===== config.mk =====
export PLATFORM = sky130hd
export DESIGN_NAME = spc_scan
export DESIGN_NICKNAME = d
export VERILOG_FILES = /design/src/design/spc_pkg.sv /design/src/design/spc_scan.sv
export SDC_FILE = /design/constraint.sdc
export NUM_CORES = 1
export LEC_CHECK = 0
export BUFFER_PORTS_ARGS = -buffer_cell sky130_fd_sc_hd__buf_2
export CAP_MARGIN = 5
export CORE_ASPECT_RATIO = 0.8
export CORE_UTILIZATION = 63
export CTS_BUF_LIST = sky130_fd_sc_hd__clkbuf_4 sky130_fd_sc_hd__clkbuf_8
export DETAILED_ROUTE_END_ITERATION = 16
export GPL_ROUTABILITY_DRIVEN = 0
export GPL_TIMING_DRIVEN = 0
export PLACE_DENSITY = 0.83
export SLEW_MARGIN = 20
export SYNTH_ARGS = -nofsm -noshare
export SYNTH_HDL_FRONTEND = slang
export SYNTH_SLANG_ARGS = --single-unit

===== constraint.sdc =====
create_clock -name clk -period 6.1 [get_ports clk]
set_input_delay 0.61 -clock clk [delete_from_list [all_inputs] [get_ports clk]]
set_output_delay 0.61 -clock clk [all_outputs]
set_load 0.01 [all_outputs]

===== src/design/spc_pkg.sv =====
// ----------------------------------------------------------------------------
// spc_pkg
// Shared constants, types and state encodings for the special pair counter.
// ----------------------------------------------------------------------------
package spc_pkg;

    localparam int DEPTH    = 1024;
    localparam int ADDR_W   = $clog2(DEPTH);
    localparam int COUNT_W  = $clog2(DEPTH + 1);
    localparam int SAMPLE_W = 32;
    localparam int PAIR_W   = 19;
    localparam int LEN_W    = 11;
    localparam int LEN_MAX  = (1 << LEN_W) - 1;

    typedef enum logic [1:0] {
        ST_LOAD,
        ST_START,
        ST_SCAN,
        ST_EMIT
    } top_state_t;

    typedef enum logic [1:0] {
        SC_IDLE,
        SC_HEAD,
        SC_RUN
    } scan_state_t;

    typedef struct packed {
        logic               start;
        logic [COUNT_W-1:0] n;
    } scan_ctrl_t;

    typedef struct packed {
        logic              done;
        logic [PAIR_W-1:0] pair_count;
    } scan_stat_t;

endpackage


===== src/design/spc_scan.sv =====
// ----------------------------------------------------------------------------
// spc_scan
// Pair scan sequencer: streams the stored series out of the sample RAM once
// per left index and counts the special pairs, saturating at full width.
// ----------------------------------------------------------------------------
module spc_scan (
    input  logic                           clk,
    input  logic                           rst_n,
    input  spc_pkg::scan_ctrl_t            ctrl,
    output spc_pkg::scan_stat_t            stat,
    output logic                           rd_en,
    output logic [spc_pkg::ADDR_W-1:0]     rd_addr,
    input  logic [spc_pkg::SAMPLE_W-1:0]   rd_data
);
    import spc_pkg::*;

    scan_state_t                state_reg, state_next;
    logic [ADDR_W-1:0]          i_reg, i_next;
    logic [ADDR_W-1:0]          j_reg, j_next;
    logic [ADDR_W-1:0]          last_idx_reg, last_idx_next;
    logic                       issue_reg, issue_next;
    logic                       valid_reg, valid_next;
    logic                       first_reg, first_next;
    logic                       done_reg, done_next;
    logic [PAIR_W-1:0]          count_reg, count_next;
    logic signed [SAMPLE_W-1:0] ai_reg, ai_next;
    logic signed [SAMPLE_W-1:0] high_reg, high_next;
    logic signed [SAMPLE_W-1:0] low_reg, low_next;

    logic signed [SAMPLE_W-1:0] v;
    logic signed [SAMPLE_W-1:0] low_cand;
    logic                       hit;

    assign v        = $signed(rd_data);
    // running minimum of A[i+1..j], seeded by the first sample after i
    assign low_cand = (first_reg || (v < low_reg)) ? v : low_reg;
    assign hit      = (ai_reg < low_cand) && (v > high_reg);

    always_ff @(posedge clk or negedge rst_n)
    begin
        if (!rst_n)
        begin
            state_reg <= SC_IDLE;
            issue_reg <= 1'b0;
            valid_reg <= 1'b0;
            done_reg  <= 1'b0;
            count_reg <= '0;
        end
        else
        begin
            state_reg <= state_next;
            issue_reg <= issue_next;
            valid_reg <= valid_next;
            done_reg  <= done_next;
            count_reg <= count_next;
        end
    end

    always_ff @(posedge clk)
    begin
        i_reg        <= i_next;
        j_reg        <= j_next;
        last_idx_reg <= last_idx_next;
        first_reg    <= first_next;
        ai_reg       <= ai_next;
        high_reg     <= high_next;
        low_reg      <= low_next;
    end

    always_comb
    begin
        state_next    = state_reg;
        i_next        = i_reg;
        j_next        = j_reg;
        last_idx_next = last_idx_reg;
        issue_next    = 1'b0;
        valid_next    = 1'b0;
        first_next    = first_reg;
        done_next     = 1'b0;
        count_next    = count_reg;
        ai_next       = ai_reg;
        high_next     = high_reg;
        low_next      = low_reg;
        rd_en         = 1'b0;
        rd_addr       = '0;

        unique case (state_reg)
            SC_IDLE:
            begin
                if (ctrl.start)
                begin
                    count_next    = '0;
                    last_idx_next = ADDR_W'(ctrl.n - COUNT_W'(1));
                    i_next        = '0;
                    if (ctrl.n < COUNT_W'(2))
                    begin
                        done_next = 1'b1;
                    end
                    else
                    begin
                        rd_en      = 1'b1;
                        rd_addr    = '0;
                        state_next = SC_HEAD;
                    end
                end
            end

            SC_HEAD:
            begin
                ai_next    = v;
                high_next  = v;
                first_next = 1'b1;
                j_next     = i_reg + ADDR_W'(1);
                issue_next = 1'b1;
                state_next = SC_RUN;
            end

            SC_RUN:
            begin
                if (issue_reg)
                begin
                    rd_en   = 1'b1;
                    rd_addr = j_reg;
                    j_next  = j_reg + ADDR_W'(1);
                    issue_next = (j_reg != last_idx_reg);
                end
                valid_next = issue_reg;

                if (valid_reg)
                begin
                    low_next   = low_cand;
                    first_next = 1'b0;
                    if (v > high_reg)
                    begin
                        high_next = v;
                    end
                    if (hit && (count_reg != '1))
                    begin
                        count_next = count_reg + PAIR_W'(1);
                    end
                    // last right index for this i: move on or finish
                    if (!issue_reg)
                    begin
                        if (i_reg == last_idx_reg - ADDR_W'(1))
                        begin
                            done_next  = 1'b1;
                            state_next = SC_IDLE;
                        end
                        else
                        begin
                            i_next     = i_reg + ADDR_W'(1);
                            rd_en      = 1'b1;
                            rd_addr    = i_reg + ADDR_W'(1);
                            state_next = SC_HEAD;
                        end
                    end
                end
            end

            default:
            begin
                state_next = SC_IDLE;
            end
        endcase
    end

    assign stat.done       = done_reg;
    assign stat.pair_count = count_reg;

    a_valid_in_run: assert property (@(posedge clk) disable iff (!rst_n)
        valid_reg |-> (state_reg == SC_RUN))
        else $error("scan data returned outside the run phase");

    a_addr_in_series: assert property (@(posedge clk) disable iff (!rst_n)
        (rd_en && (state_reg == SC_RUN)) |-> (rd_addr <= last_idx_reg))
        else $error("scan read beyond the stored series");

    a_tail_pending: assert property (@(posedge clk) disable iff (!rst_n)
        ((state_reg == SC_RUN) && !issue_reg) |-> valid_reg)
        else $error("run phase stalled with no read in flight");

endmodule


==> flow_summary.json <==
{
  "worstSetupStartpoint": "low_reg[31]",
  "drcViolationCount": 0,
  "critPathArrivalTime_ns": 6.19,
  "tightest_slew_ns": 0.810,
  "syn_area_per_cell_sq_um": 10.3,
  "synth_xor_area_share_pct": 4.24,
  "fin_crit_ns": 5.84,
  "synth_top_area_cell": "edfxtp_1",
  "rows": 39,
  "viasPerCell": 6.03,
  "fp.dieW_um": 138,
  "routed_wl_um": 21300,
  "crit_path_end_kind": "register",
  "syn_inst": 907,
  "clock.fmax_mhz": 171,
  "ir_drop_v": 0.000208,
  "ys_seq_elements": 151,
  "p_per_area_nw_per_um2": 364,
  "r2r_slack_ns": 0.26,
  "ys_warn_count": 0,
  "grt_pass1_wl_um": 34800,
  "post-route-period-util_pct": 95.8,
  "worstSetupPathType": "reg -> reg",
  "final_core_util_pct": 73.0,
  "cp-start-kind": "register",
  "ys_top_cells_by_count": "edfxtp_1, inv_1, ha_1",
  "critPathRequiredTime_ns": 6.44,
  "reg2reg_depth": 24,
  "clock-skew-final_ns": 0.0110,
  "synth_seq_area_share_pct": 47.5,
  "cts.sinks": 151,
  "grt_usage_pct": 29.9,
  "drive_gt1_share_pct": 13.3,
  "crit_fanout": 10,
  "maxSlewHeadroom_pct": 45.9,
  "reg2reg_to": "count_reg[7]",
  "cts.clk_slew.worst_paths_ns": 0.08,
  "synth_top_area_share_pct": 41.0,
  "yosys.area_share.simple_pct": 14.7,
  "synth_enable_flop_cells": 127,
  "placed_cell_area_sq_um": 9990,
  "synth_compound_area_share_pct": 12.8,
  "power_leakage_nw": 4.74,
  "outcome": "finished clean",
  "ys.flop_type": "edfxtp_1",
  "synth_top_family_by_area": "simple AND/OR/NAND/NOR gates",
  "die_h_um": 111,
  "final_cell_area_sq_um": 10500,
  "grt_max_degree": 34,
  "cts.root.buffer_cell": "clkbuf_8",
  "synthMuxAreaShare_pct": 1.09,
  "portBuffers": 76,
  "synthAdderAreaFrac_pct": 13.9,
  "grt_pass1_vias": 7074,
  "cap_violations": 0,
  "overflow": 0,
  "first_pass_iters": 7,
  "r2r-start": "low_reg[31]",
  "core_sq_um": 14300,
  "die_area_sq_um": 15300,
  "post_cts_resized": 0,
  "synth_cell_types": 65,
  "pin_count": 77,
  "grt_setup_unrepaired": "no",
  "htreeDepth": 4,
  "cts_setup_buffers": 0,
  "cts_tree": "built",
  "synth.area.top_cells": "edfxtp_1, ha_1, dfrtp_1, inv_1, a21oi_1",
  "synth_fp_nets": 1056,
  "num_vias": 7257,
  "drt-initial-drc-count": 674,
  "yosysMostFrequentCell": "edfxtp_1",
  "antenna_left": 0,
  "wl_per_cell_um": 17.7,
  "insertion_delay_ns": 0.46,
  "setup_tns_ns": 0,
  "hold_class": "in -> async",
  "finalSetupViolCount": 0,
  "hold_buffers": 0,
  "area_growth_pct": 12.6,
  "whs_ns": 0.135,
  "cts_buffers": 17,
  "final_hold_viol_count": 0,
  "initial_core_util_pct": 64.8,
  "fin_nets": 1155,
  "clk_path_buf_depth": 2,
  "async_flop_share_pct": 15.9,
  "finalMaxSlewViolations": 0,
  "syn_area_sq_um": 9300,
  "antenna_found_initial": 1,
  "dp_hpwl_um": 15900
}
logic make-up after synthesis:
group / Yosys count
buf+inv: 139
xor+xnor: 45
fa+ha+maj: 103
mux: 10
compound gates: 181
simple gates: 278
flops: 151
cell usage in the layout, fill, tap and decap left out, types with 4 or more instances in the layout:
master | synthesis | routed
and2_1 | 6 | 6
xor2_1 | 29 | 29
o21ai_0 | 35 | 34
a21oi_1 | 62 | 62
bufinv_16 | 0 | 4
buf_2 | 0 | 76
a41oi_1 | 7 | 7
nand2_1 | 63 | 63
dfrtp_1 | 24 | 24
edfxtp_1 | 127 | 127
nor3_1 | 15 | 15
clkbuf_2 | 0 | 6
xnor2_1 | 16 | 16
nand2b_1 | 9 | 9
nand4_1 | 22 | 22
a21o_1 | 26 | 26
ha_1 | 103 | 102
clkbuf_8 | 0 | 23
nor2b_1 | 10 | 10
a221o_1 | 4 | 4
clkbuf_1 | 19 | 13
nor2_1 | 82 | 82
mux2i_1 | 9 | 9
and3_1 | 15 | 15
o21a_1 | 4 | 4
inv_1 | 115 | 114
nor4_1 | 16 | 15
a211o_1 | 4 | 4
a211oi_1 | 5 | 5
nand3_1 | 23 | 23
layout make-up:
cell class              count  area, sq um
clock inverters             9          143
plain buffers              24          125
repair buffers             80          445
fillers                  1051         3870
multi-input cells         617         4370
clock buffers              23          317
well taps                 184          230
diodes                      1         2.50
inverters                 115          432
flip-flops and latches    151         4410
worst max-delay path by stage:
stage                     to  slack [ns]  depth (start not counted)
2_1_floorplan  count_reg[13]        1.06                         19
3_3_place_gp    high_reg[23]       -1.05                         10
3_5_place_dp   count_reg[13]       -0.30                         24
4_1_cts         count_reg[7]        0.05                         24
5_1_grt         count_reg[4]       0.001                         24
6_report        count_reg[7]        0.26                         24
critical path, cell delays in order, from the launching register on:
cell      delay (ns)
edfxtp_1        0.33
inv_1           0.05
ha_1            0.33
nand4_1         0.17
nor4_2          0.43
nand2_1         0.14
a31oi_1         0.25
or3_4           0.20
and2_1          0.11
clkbuf_1        0.29
clkbuf_2        0.35
nor2_1          0.07
a21oi_1         0.19
ha_1            0.28
a21oi_1         0.19
o21ai_0         0.17
a221oi_2        0.40
o21ai_0         0.19
a21oi_1         0.34
nor3b_1         0.10
a31oi_1         0.25
a211oi_2        0.16
buf_6           0.20
and2_1          0.19
a221o_1         0.34
report_power, final:
| part | switching [W] | internal (W) | total [W] |
|---|---|---|---|
| clock | 0.000373 | 0.000507 | 0.000880 |
| combinational | 0.000815 | 0.000491 | 0.00131 |
| sequential | 0.000171 | 0.00146 | 0.00163 |
stage by stage:
stage,total power (W),setup WS [ns],cells
5_1_grt,0.00404,0.00139,1204
3_5_place_dp,0.00292,-0.303,1171
3_3_place_gp,0.00282,-1.05,1167
2_1_floorplan,0.00247,1.06,907
6_report,0.00382,0.257,1204
4_1_cts,0.00380,0.0508,1203
routing by layer:
| metal | global-route usage (%) | vias up | part of all wire (%) |
|---|---|---|---|
| met3 | 6.13 | 44 | 7.0 |
| met2 | 45.3 | 301 | 45 |
| li1 | - | 3480 | - |
| met5 | 0 | - | 0 |
| met1 | 42.5 | 3432 | 45 |
| met4 | 10.4 | 0 | 2.2 |
Note: power is estimated with default switching activity, not from simulation.
